$ cat src/rtl/csaip_pkg.sv
// ----------------------------------------------------------------------------
// csaip_pkg
// Types and constants shared by the sample auxiliary info parser.
// ----------------------------------------------------------------------------
`default_nettype none

package csaip_pkg;

    // Longest IV kept; bytes beyond this are consumed with no IV result
    localparam int IV_BYTES = 16;

    // Bytes in the subsample count field and in one subsample entry
    localparam logic [6:0] COUNT_BYTES = 7'd2;
    localparam logic [6:0] ENTRY_BYTES = 7'd6;

    // Result queue
    localparam int FIFO_DEPTH = 4;
    localparam int FIFO_PTR_W = $clog2(FIFO_DEPTH);
    localparam int FIFO_CNT_W = $clog2(FIFO_DEPTH + 1);

    typedef enum logic [1:0] {
        PH_IDLE  = 2'd0,
        PH_IV    = 2'd1,
        PH_COUNT = 2'd2,
        PH_ENTRY = 2'd3
    } phase_t;

    typedef enum logic [1:0] {
        KIND_IV    = 2'd0,
        KIND_ENTRY = 2'd1,
        KIND_END   = 2'd2
    } kind_t;

    typedef struct packed {
        kind_t        kind;
        logic [3:0]   iv_index;
        logic [7:0]   iv_value;
        logic [15:0]  entry_index;
        logic [15:0]  clear_size;
        logic [31:0]  encrypted_bytes;
        logic [15:0]  entry_total;
        logic [18:0]  header_length;
        logic [23:0]  remaining_size;
        logic         last;
        logic         error;
    } result_t;

    // Results made by one input beat: up to two, in order
    typedef struct packed {
        logic [1:0] count;
        result_t    res0;
        result_t    res1;
    } push_t;

endpackage

`default_nettype wire

$ cat src/rtl/csaip_parse.sv
// ----------------------------------------------------------------------------
// csaip_parse
// Header field state and per-byte result generation.
// ----------------------------------------------------------------------------
`default_nettype none

module csaip_parse
(
    input  wire logic            clk,
    input  wire logic            rst_n,
    input  wire logic            accept,
    input  wire logic [7:0]      data_byte,
    input  wire logic            start_req,
    input  wire logic [23:0]     sample_size,
    output csaip_pkg::push_t     push
);

    csaip_pkg::phase_t phase_reg, phase_next;
    logic        sub_reg, sub_next;
    logic [6:0]  iv_len_reg, iv_len_next;
    logic [6:0]  fbc_reg, fbc_next;
    logic [15:0] ecount_reg, ecount_next;
    logic [15:0] epos_reg, epos_next;
    logic [39:0] shift_reg, shift_next;
    logic [18:0] cons_reg, cons_next;
    logic [23:0] stotal_reg, stotal_next;
    logic        err_reg, err_next;

    // Values after consuming this byte
    logic [18:0] cons_n;
    logic [23:0] stotal_n;
    logic        err_n;
    logic [23:0] rem;
    logic [6:0]  fbc_inc;
    logic [15:0] sh16;
    logic [47:0] sh48;
    logic        iv_end;
    logic        iv_hit;
    logic        entry_last;
    csaip_pkg::result_t base, single;

    assign cons_n   = start_req ? 19'd1 : cons_reg + 19'd1;
    assign stotal_n = start_req ? sample_size : stotal_reg;
    assign err_n    = (start_req ? 1'b0 : err_reg)
                    | ({5'd0, cons_n} > stotal_n)
                    | (start_req && (data_byte[6:0] > 7'(csaip_pkg::IV_BYTES)));
    assign rem      = ({5'd0, cons_n} >= stotal_n) ? 24'd0 : stotal_n - {5'd0, cons_n};

    assign fbc_inc    = fbc_reg + 7'd1;
    assign sh16       = {shift_reg[7:0], data_byte};
    assign sh48       = {shift_reg, data_byte};
    assign iv_end     = fbc_inc >= iv_len_reg;
    assign iv_hit     = fbc_reg < 7'(csaip_pkg::IV_BYTES);
    assign entry_last = ({1'b0, epos_reg} + 17'd1) == {1'b0, ecount_reg};

    // Next state
    always_comb
    begin
        phase_next  = phase_reg;
        sub_next    = sub_reg;
        iv_len_next = iv_len_reg;
        fbc_next    = fbc_reg;
        ecount_next = ecount_reg;
        epos_next   = epos_reg;
        shift_next  = shift_reg;
        cons_next   = cons_reg;
        stotal_next = stotal_reg;
        err_next    = err_reg;
        if (accept)
        begin
            if (start_req)
            begin
                sub_next    = data_byte[7];
                iv_len_next = data_byte[6:0];
                stotal_next = sample_size;
                err_next    = err_n;
                cons_next   = cons_n;
                ecount_next = 16'd0;
                epos_next   = 16'd0;
                shift_next  = '0;
                fbc_next    = 7'd0;
                if (data_byte[6:0] == 7'd0)
                begin
                    if (data_byte[7])
                    begin
                        phase_next = csaip_pkg::PH_COUNT;
                    end
                    else
                    begin
                        phase_next  = csaip_pkg::PH_IDLE;
                        ecount_next = 16'd1;
                    end
                end
                else
                begin
                    phase_next = csaip_pkg::PH_IV;
                end
            end
            else
            begin
                case (phase_reg)
                    csaip_pkg::PH_IV:
                    begin
                        cons_next = cons_n;
                        err_next  = err_n;
                        fbc_next  = fbc_inc;
                        if (iv_end)
                        begin
                            fbc_next   = 7'd0;
                            shift_next = '0;
                            if (sub_reg)
                            begin
                                phase_next = csaip_pkg::PH_COUNT;
                            end
                            else
                            begin
                                phase_next  = csaip_pkg::PH_IDLE;
                                ecount_next = 16'd1;
                            end
                        end
                    end
                    csaip_pkg::PH_COUNT:
                    begin
                        cons_next = cons_n;
                        err_next  = err_n;
                        if (fbc_inc < csaip_pkg::COUNT_BYTES)
                        begin
                            fbc_next   = fbc_inc;
                            shift_next = sh48[39:0];
                        end
                        else
                        begin
                            ecount_next = sh16;
                            epos_next   = 16'd0;
                            fbc_next    = 7'd0;
                            shift_next  = '0;
                            phase_next  = (sh16 == 16'd0) ? csaip_pkg::PH_IDLE
                                                          : csaip_pkg::PH_ENTRY;
                        end
                    end
                    csaip_pkg::PH_ENTRY:
                    begin
                        cons_next = cons_n;
                        err_next  = err_n;
                        if (fbc_inc < csaip_pkg::ENTRY_BYTES)
                        begin
                            fbc_next   = fbc_inc;
                            shift_next = sh48[39:0];
                        end
                        else
                        begin
                            fbc_next   = 7'd0;
                            shift_next = '0;
                            epos_next  = epos_reg + 16'd1;
                            if (entry_last)
                            begin
                                phase_next = csaip_pkg::PH_IDLE;
                            end
                        end
                    end
                    default:
                    begin
                        // idle byte with no start: ignored
                    end
                endcase
            end
        end
    end

    // Result generation
    always_comb
    begin
        base                = '0;
        base.header_length  = cons_n;
        base.remaining_size = rem;
        base.error          = err_n;

        // single entry for a header without subsamples
        single                 = base;
        single.kind            = csaip_pkg::KIND_ENTRY;
        single.encrypted_bytes = {8'd0, rem};
        single.entry_total     = 16'd1;
        single.last            = 1'b1;

        push       = '0;
        push.res0  = base;
        push.res1  = base;
        if (accept)
        begin
            if (start_req)
            begin
                if ((data_byte[6:0] == 7'd0) && !data_byte[7])
                begin
                    push.res0  = single;
                    push.count = 2'd1;
                end
            end
            else
            begin
                case (phase_reg)
                    csaip_pkg::PH_IV:
                    begin
                        if (iv_hit)
                        begin
                            push.res0.kind     = csaip_pkg::KIND_IV;
                            push.res0.iv_index = fbc_reg[3:0];
                            push.res0.iv_value = data_byte;
                            push.count         = 2'd1;
                        end
                        if (iv_end && !sub_reg)
                        begin
                            if (iv_hit)
                            begin
                                push.res1  = single;
                                push.count = 2'd2;
                            end
                            else
                            begin
                                push.res0  = single;
                                push.count = 2'd1;
                            end
                        end
                    end
                    csaip_pkg::PH_COUNT:
                    begin
                        if (!(fbc_inc < csaip_pkg::COUNT_BYTES) && (sh16 == 16'd0))
                        begin
                            push.res0.kind = csaip_pkg::KIND_END;
                            push.res0.last = 1'b1;
                            push.count     = 2'd1;
                        end
                    end
                    csaip_pkg::PH_ENTRY:
                    begin
                        if (!(fbc_inc < csaip_pkg::ENTRY_BYTES))
                        begin
                            push.res0.kind            = csaip_pkg::KIND_ENTRY;
                            push.res0.entry_index     = epos_reg;
                            push.res0.clear_size      = sh48[47:32];
                            push.res0.encrypted_bytes = sh48[31:0];
                            push.res0.entry_total     = ecount_reg;
                            push.res0.last            = entry_last;
                            push.count                = 2'd1;
                        end
                    end
                    default:
                    begin
                        push.count = 2'd0;
                    end
                endcase
            end
        end
    end

    always_ff @(posedge clk or negedge rst_n)
    begin
        if (!rst_n)
        begin
            phase_reg  <= csaip_pkg::PH_IDLE;
            sub_reg    <= 1'b0;
            iv_len_reg <= 7'd0;
            fbc_reg    <= 7'd0;
            ecount_reg <= 16'd0;
            epos_reg   <= 16'd0;
            shift_reg  <= '0;
            cons_reg   <= 19'd0;
            stotal_reg <= 24'd0;
            err_reg    <= 1'b0;
        end
        else
        begin
            phase_reg  <= phase_next;
            sub_reg    <= sub_next;
            iv_len_reg <= iv_len_next;
            fbc_reg    <= fbc_next;
            ecount_reg <= ecount_next;
            epos_reg   <= epos_next;
            shift_reg  <= shift_next;
            cons_reg   <= cons_next;
            stotal_reg <= stotal_next;
            err_reg    <= err_next;
        end
    end

endmodule

`default_nettype wire

$ cat src/rtl/csaip_rq.sv
// ----------------------------------------------------------------------------
// csaip_rq
// Small result queue: takes up to two results a cycle, gives one per beat.
// ----------------------------------------------------------------------------
`default_nettype none

module csaip_rq
(
    input  wire logic               clk,
    input  wire logic               rst_n,
    input  wire csaip_pkg::push_t   push,
    output logic                    space,
    output logic                    valid,
    input  wire logic               pop,
    output csaip_pkg::result_t      head
);

    csaip_pkg::result_t mem_reg [csaip_pkg::FIFO_DEPTH];

    logic [csaip_pkg::FIFO_PTR_W-1:0] wr_ptr_reg, wr_ptr_next;
    logic [csaip_pkg::FIFO_PTR_W-1:0] rd_ptr_reg, rd_ptr_next;
    logic [csaip_pkg::FIFO_CNT_W-1:0] count_reg, count_next;
    logic [csaip_pkg::FIFO_PTR_W-1:0] wr_ptr_inc;
    logic                             do_pop;

    assign valid      = count_reg != '0;
    assign space      = count_reg <= csaip_pkg::FIFO_CNT_W'(csaip_pkg::FIFO_DEPTH - 2);
    assign head       = mem_reg[rd_ptr_reg];
    assign do_pop     = pop && valid;
    assign wr_ptr_inc = wr_ptr_reg + csaip_pkg::FIFO_PTR_W'(1);

    always_comb
    begin
        wr_ptr_next = wr_ptr_reg + csaip_pkg::FIFO_PTR_W'(push.count);
        rd_ptr_next = rd_ptr_reg + csaip_pkg::FIFO_PTR_W'(do_pop);
        count_next  = count_reg + csaip_pkg::FIFO_CNT_W'(push.count)
                    - csaip_pkg::FIFO_CNT_W'(do_pop);
    end

    // storage: payload only, no reset
    always_ff @(posedge clk)
    begin
        if (push.count != 2'd0)
        begin
            mem_reg[wr_ptr_reg] <= push.res0;
        end
        if (push.count == 2'd2)
        begin
            mem_reg[wr_ptr_inc] <= push.res1;
        end
    end

    always_ff @(posedge clk or negedge rst_n)
    begin
        if (!rst_n)
        begin
            wr_ptr_reg <= '0;
            rd_ptr_reg <= '0;
            count_reg  <= '0;
        end
        else
        begin
            wr_ptr_reg <= wr_ptr_next;
            rd_ptr_reg <= rd_ptr_next;
            count_reg  <= count_next;
        end
    end

endmodule

`default_nettype wire

$ cat src/rtl/cenc_sample_aux_info_parser.sv
// Results of a header byte are formed combinationally and written into the queue.
// Throughput: one header byte per cycle while the queue has room. Only a last IV byte
// within IV_BYTES, in a header without subsamples, gives two results, one beat each.
// The input stalls only when the four-entry result queue holds more than two results.
// Reset (rst_n low, asynchronous): parser idle, all counts cleared, queue empty.
// ----------------------------------------------------------------------------
// cenc_sample_aux_info_parser
// Parses the per-sample encryption auxiliary header one byte per beat and
// reports IV bytes and subsample entries.
// ----------------------------------------------------------------------------
`default_nettype none

module cenc_sample_aux_info_parser
(
    input  wire logic          clk,
    input  wire logic          rst_n,

    // Header byte stream
    input  wire logic          s_tvalid,
    output logic               s_tready,
    input  wire logic [31:0]   s_tdata,   // data_byte[7:0], sample_size[31:8]
    input  wire logic          s_tuser,   // start_req

    // Result stream
    output logic               m_tvalid,
    input  wire logic          m_tready,
    output logic [135:0]       m_tdata,   // iv_index[3:0], iv_value[11:4],
                                          // entry_index[27:12], clear_size[43:28],
                                          // encrypted_bytes[75:44],
                                          // entry_total[91:76],
                                          // header_length[110:92],
                                          // remaining_size[134:111], error[135]
    output logic [1:0]         m_tuser,   // kind
    output logic               m_tlast    // last
);

    logic               accept;
    csaip_pkg::push_t   push;
    csaip_pkg::result_t head;

    assign accept = s_tvalid && s_tready;

    // Field parser: all the work for a byte is done in the cycle it is taken.
    // Results land straight in the queue, which serves as the result register.
    csaip_parse u_parse
    (
        .clk         (clk),
        .rst_n       (rst_n),
        .accept      (accept),
        .data_byte   (s_tdata[7:0]),
        .start_req   (s_tuser),
        .sample_size (s_tdata[31:8]),
        .push        (push)
    );

    // Queue takes a byte only while it has room for two results, so both results
    // of any byte always fit.
    csaip_rq u_rq
    (
        .clk   (clk),
        .rst_n (rst_n),
        .push  (push),
        .space (s_tready),
        .valid (m_tvalid),
        .pop   (m_tready),
        .head  (head)
    );

    assign m_tuser = head.kind;
    assign m_tlast = head.last;
    assign m_tdata = {head.error,
                      head.remaining_size,
                      head.header_length,
                      head.entry_total,
                      head.encrypted_bytes,
                      head.clear_size,
                      head.entry_index,
                      head.iv_value,
                      head.iv_index};

    // An end-of-header marker always closes the header
    a_end_is_last : assert property (@(posedge clk) disable iff (!rst_n)
        (m_tvalid && (m_tuser == csaip_pkg::KIND_END)) |-> m_tlast)
        else $error("header end result without last");

    // IV bytes never close a header
    a_iv_not_last : assert property (@(posedge clk) disable iff (!rst_n)
        (m_tvalid && (m_tuser == csaip_pkg::KIND_IV)) |-> !m_tlast)
        else $error("IV result marked last");

    // Input is held off only while results are waiting
    a_stall_cause : assert property (@(posedge clk) disable iff (!rst_n)
        !s_tready |-> m_tvalid)
        else $error("input stalled with no result pending");

    // After a taken byte that yields a result, a result is valid on the next cycle
    a_result_follows : assert property (@(posedge clk) disable iff (!rst_n)
        (accept && (push.count != 2'd0)) |=> m_tvalid)
        else $error("result lost after accepted byte");

endmodule

`default_nettype wire

$ cat config.mk
export PLATFORM = sky130hd
export DESIGN_NAME = cenc_sample_aux_info_parser
export DESIGN_NICKNAME = d
export VERILOG_FILES = /design/src/rtl/csaip_pkg.sv /design/src/rtl/csaip_parse.sv /design/src/rtl/csaip_rq.sv /design/src/rtl/cenc_sample_aux_info_parser.sv
export SDC_FILE = /design/constraint.sdc
export NUM_CORES = 1
export LEC_CHECK = 0
export BUFFER_PORTS_ARGS = -buffer_cell sky130_fd_sc_hd__buf_2
export CORE_MARGIN = 5
export CORE_UTILIZATION = 66
export CTS_CLUSTER_DIAMETER = 120
export DETAILED_ROUTE_END_ITERATION = 16
export PLACE_DENSITY = 0.85
export SLEW_MARGIN = 30
export SYNTH_ARGS = -nofsm -noshare
export SYNTH_HDL_FRONTEND = slang
export SYNTH_SLANG_ARGS = --single-unit
$ cat constraint.sdc
create_clock -name clk -period 16.1 [get_ports clk]
set_input_delay 3.22 -clock clk [delete_from_list [all_inputs] [get_ports clk]]
set_output_delay 3.22 -clock clk [all_outputs]
set_load 0.02 [all_outputs]
==> results.md <==
- Outcome: complete, no violations
- Post-synthesis register bit count: between 600 and 700
- Standard-cell rows: 80
- Tightest Hold Check Type: flop to flop
- First-pass GRT wire length: 145,000 um
- Leading cell type in the layout, fill and taps excluded: nand2_1
- Commonest non-fill, non-tap cells in the layout: 317 x nand2_1, 284 x edfxtp_1, 272 x dfxtp_1, 220 x nor2_1, 176 x buf_2
- Fin crit share: 0.472
- Slowest-stage cell, CP: o21ai_1
- Portion of total power attributed to the clock network: 0.313
- Largest register FFs: 556
- Setup WS post-layout: approximately 8.5 ns
- Clock buffer count from CTS: 70
- Clk_lat worst skew: 0.63 ns
- Sum of net half-perimeters after detailed placement: 55,500 um
- Routability congestion estimate from global placement: between 0.9 and 1
- Net switching share of the total power: 0.350
- Cells after Synth: ~2,800
- Setup repair after global routing missed its margin: false
- Fraction of layout instances using a drive strength above 1: 0.190
- Sequential fraction of design power: 0.386
- TritonCTS clock tree: done
- Setup slack, reg-to-reg: 8.90 ns
- Vias after detailed routing: ~25,000
- Maximum number of pins on one net before global-route repair: 110
- Post-cts gate resize count: 0
- Clock transition at the registers of the reported paths: roughly 0.06 ns
- Cell breakdown of the critical path: buf_2, buf_4, inv_1, buf_4, nand2_1, inv_1, fa_1, nand2b_1, a211o_1, a21o_1, a211o_1, mux2_2, o21ai_1, o21ai_0, o2bb2ai_1
- Clock Path Buffers: 3
- Kind of start point of the critical path: input pin
- First-pass iteration count of the detailed router: 8
- Total routed wirelength: 93,300 um
- Critical path start-end classification: input pin to flop
- Timing endpoint of the critical path: u_rq.mem_reg[2][79]
- Core region area: approximately 48,000 um2
- Origin of the worst setup path: s_tuser
- Internal power summed over all cells: roughly 0.0036 W
- Overflow left after global routing: 0
- Critical Path Sink Type: flop
- Part of the Yosys area used for sequential elements: 0.548
- Main flop type after synthesis: edfxtp_1
- Max-capacitance violation count: 0
- Horizontal extent of the die: 230 um
- DR vias/cell: 7.24
- Number of pins exceeding their max-slew limit in the final report: 0
- Yosys warns: 0
- Post CTS Setup Buffer Count: 0
- Number of hold buffers added after cts: 0
- Die area: around 53,000 um2
- Net load switching power: between 0.0015 and 0.002 W
- Initial cell density of the core: 0.668
- Fmax: 132 MHz
- Count of input and output buffers: approximately 180
- Peak supply drop: ~120 uV
- Global-route usage over all layers: 0.348
- Number of inserted diodes: 0
- Post-synthesis instance area: 31,900 um2
- Largest fanout on the critical path: 53
- Async set-reset flop share out of synthesis: 0.201
- Remaining design rule violation count: 0
- Initial antenna violation count: 2
- LEAKAGE: 12.9 nW
- Number of DRC markers after the initial detailed-route iteration: between 3,000 and 4,000
- Minimum clock period: 7.59 ns
- WP data arrival: 7.93 ns
- Number of distinct library cells after synthesis: 84
- Hold Slack: 0.452 ns
- Relative max-transition margin: 0.314
- Max stage delay on crit path: 0.64 ns
- Nets@finish: 2,898
- Sum of negative setup slack: 0 ns
- Cell at the root of the clock tree: clkbuf_16
- Ports placed on the boundary: roughly 180
- R2R cell count: 19
- Vias in the first global route: 25,300
- Post-Syn Area per Cell: 11.4 um2
- Comb pwr share: 0.301
- Worst clock skew: 0.0300 ns
- Count of flip-flops with a built-in enable after synthesis: 284
- Worst path required time: 16.44 ns
- Power density over the cells: ~160 nW/um2
- Endpoint of the most critical register-to-register path: u_rq.mem_reg[2][78]
- Pre-CTS setup slack: 8.08 ns
- Slew of the pin with the lowest slew margin: 1.03 ns
- Fin. Hold Viols: 0
- WL/cell: around 27 um
- # clock sinks: 696
- Die height: 230 um
- Layout overhead on the synthesized area: 10.7%
- Beginning of the worst register-to-register path: u_parse.fbc_reg[0]
- Syn nets: approximately 2,900
- Final setup viols: 0
- Post-route ant nets: 0
- Total number of H-tree levels: 3
-- kinds of logic (layout without fill, tap and decap cells) --
family,after synthesis,after routing,share of synthesized area
compound gates,669,669,0.146
xor+xnor,58,58,0.0159
fa+ha+maj,40,40,0.0161
buf+inv,284,370,0.0371
flops,696,696,0.548
mux,194,194,0.117
simple gates,853,853,0.120
-- how the worst min path moves through the flow --
stage                    startpoint                   end  slack (ns)  depth (start not counted)
3_3_place_gp    u_rq.mem_reg[3][90]   u_rq.mem_reg[3][90]        0.44                          2
4_1_cts        u_rq.mem_reg[2][114]  u_rq.mem_reg[2][114]        0.45                          2
3_5_place_dp   u_rq.mem_reg[2][114]  u_rq.mem_reg[2][114]        0.44                          2
2_1_floorplan  u_rq.mem_reg[2][138]  u_rq.mem_reg[2][138]        0.43                          2
5_1_grt        u_rq.mem_reg[3][104]  u_rq.mem_reg[3][104]        0.47                          2
6_report        u_rq.mem_reg[3][50]   u_rq.mem_reg[3][50]        0.45                          2
-- critical path: cells and delay by family --
| kind | cells | cell delay [ns] |
|---|---|---|
| and+or+nand+nor | 2 | 0.44 |
| AOI/OAI and AO/OA | 6 | 1.87 |
| muxes | 1 | 0.30 |
| adders and majority gates | 1 | 0.44 |
| buffers and inverters | 5 | 1.60 |
-- cell type report --
type	count	area, um2
clock buffer	104	2020
clock inverter	26	399
fill	2942	12400
inverter	27	104
multi-input combinational	1814	13400
sequential	696	17500
tap	615	769
timing repair buffer	213	1180
-- cells in the mapped netlist, drive strengths merged (14+ instances only) --
| cell | n | area share |
|---|---|---|
| nand2 | 319 | 0.038 |
| edfxtp | 284 | 0.27 |
| dfxtp | 272 | 0.17 |
| nor2 | 224 | 0.027 |
| a21oi | 180 | 0.029 |
| nand3 | 170 | 0.027 |
| clkbuf | 154 | 0.018 |
| dfrtp | 140 | 0.11 |
| mux4 | 139 | 0.098 |
| a32o | 137 | 0.043 |
| o21ai | 120 | 0.019 |
| buf | 103 | 0.016 |
| o22ai | 78 | 0.015 |
| mux2 | 47 | 0.017 |
| a22o | 37 | 0.010 |
| ha | 37 | 0.015 |
| xnor2 | 36 | 0.0099 |
| inv | 27 | 0.0033 |
| nor3 | 26 | 0.0044 |
| o31ai | 23 | 0.0058 |
| xor2 | 22 | 0.0060 |
| o2bb2ai | 16 | 0.0044 |
| a21o | 15 | 0.0035 |
| nand4 | 15 | 0.0029 |
| or3 | 14 | 0.0027 |
-- per-stage QoR --
stage	instance area, um2	cells	power, W	utilization
after floorplan	31900	2794	0.00324	-
after global routing	35300	3495	0.00567	0.740
after detailed placement	32900	3365	0.00375	0.689
after global placement	32900	3365	0.00372	0.689
after CTS	35300	3495	0.00545	0.740
final	35300	3495	0.00548	0.740
-- routing by layer --
metal / routed length (um) / GRT usage
met3: 11000 / 0.0708
met1: 34100 / 0.467
met5: 27 / 0
met2: 43800 / 0.551
met4: 4330 / 0.165
-- power by group through the flow --
stage,Clock [W],Sequential (W),Combinational (W)
6_report,0.00171,0.00211,0.00165
5_1_grt,0.00180,0.00212,0.00175
4_1_cts,0.00171,0.00210,0.00163
3_5_place_dp,0,0.00214,0.00162
3_3_place_gp,0,0.00213,0.00159
2_1_floorplan,0,0.00205,0.00118
Power figures use the tool's default switching activity.
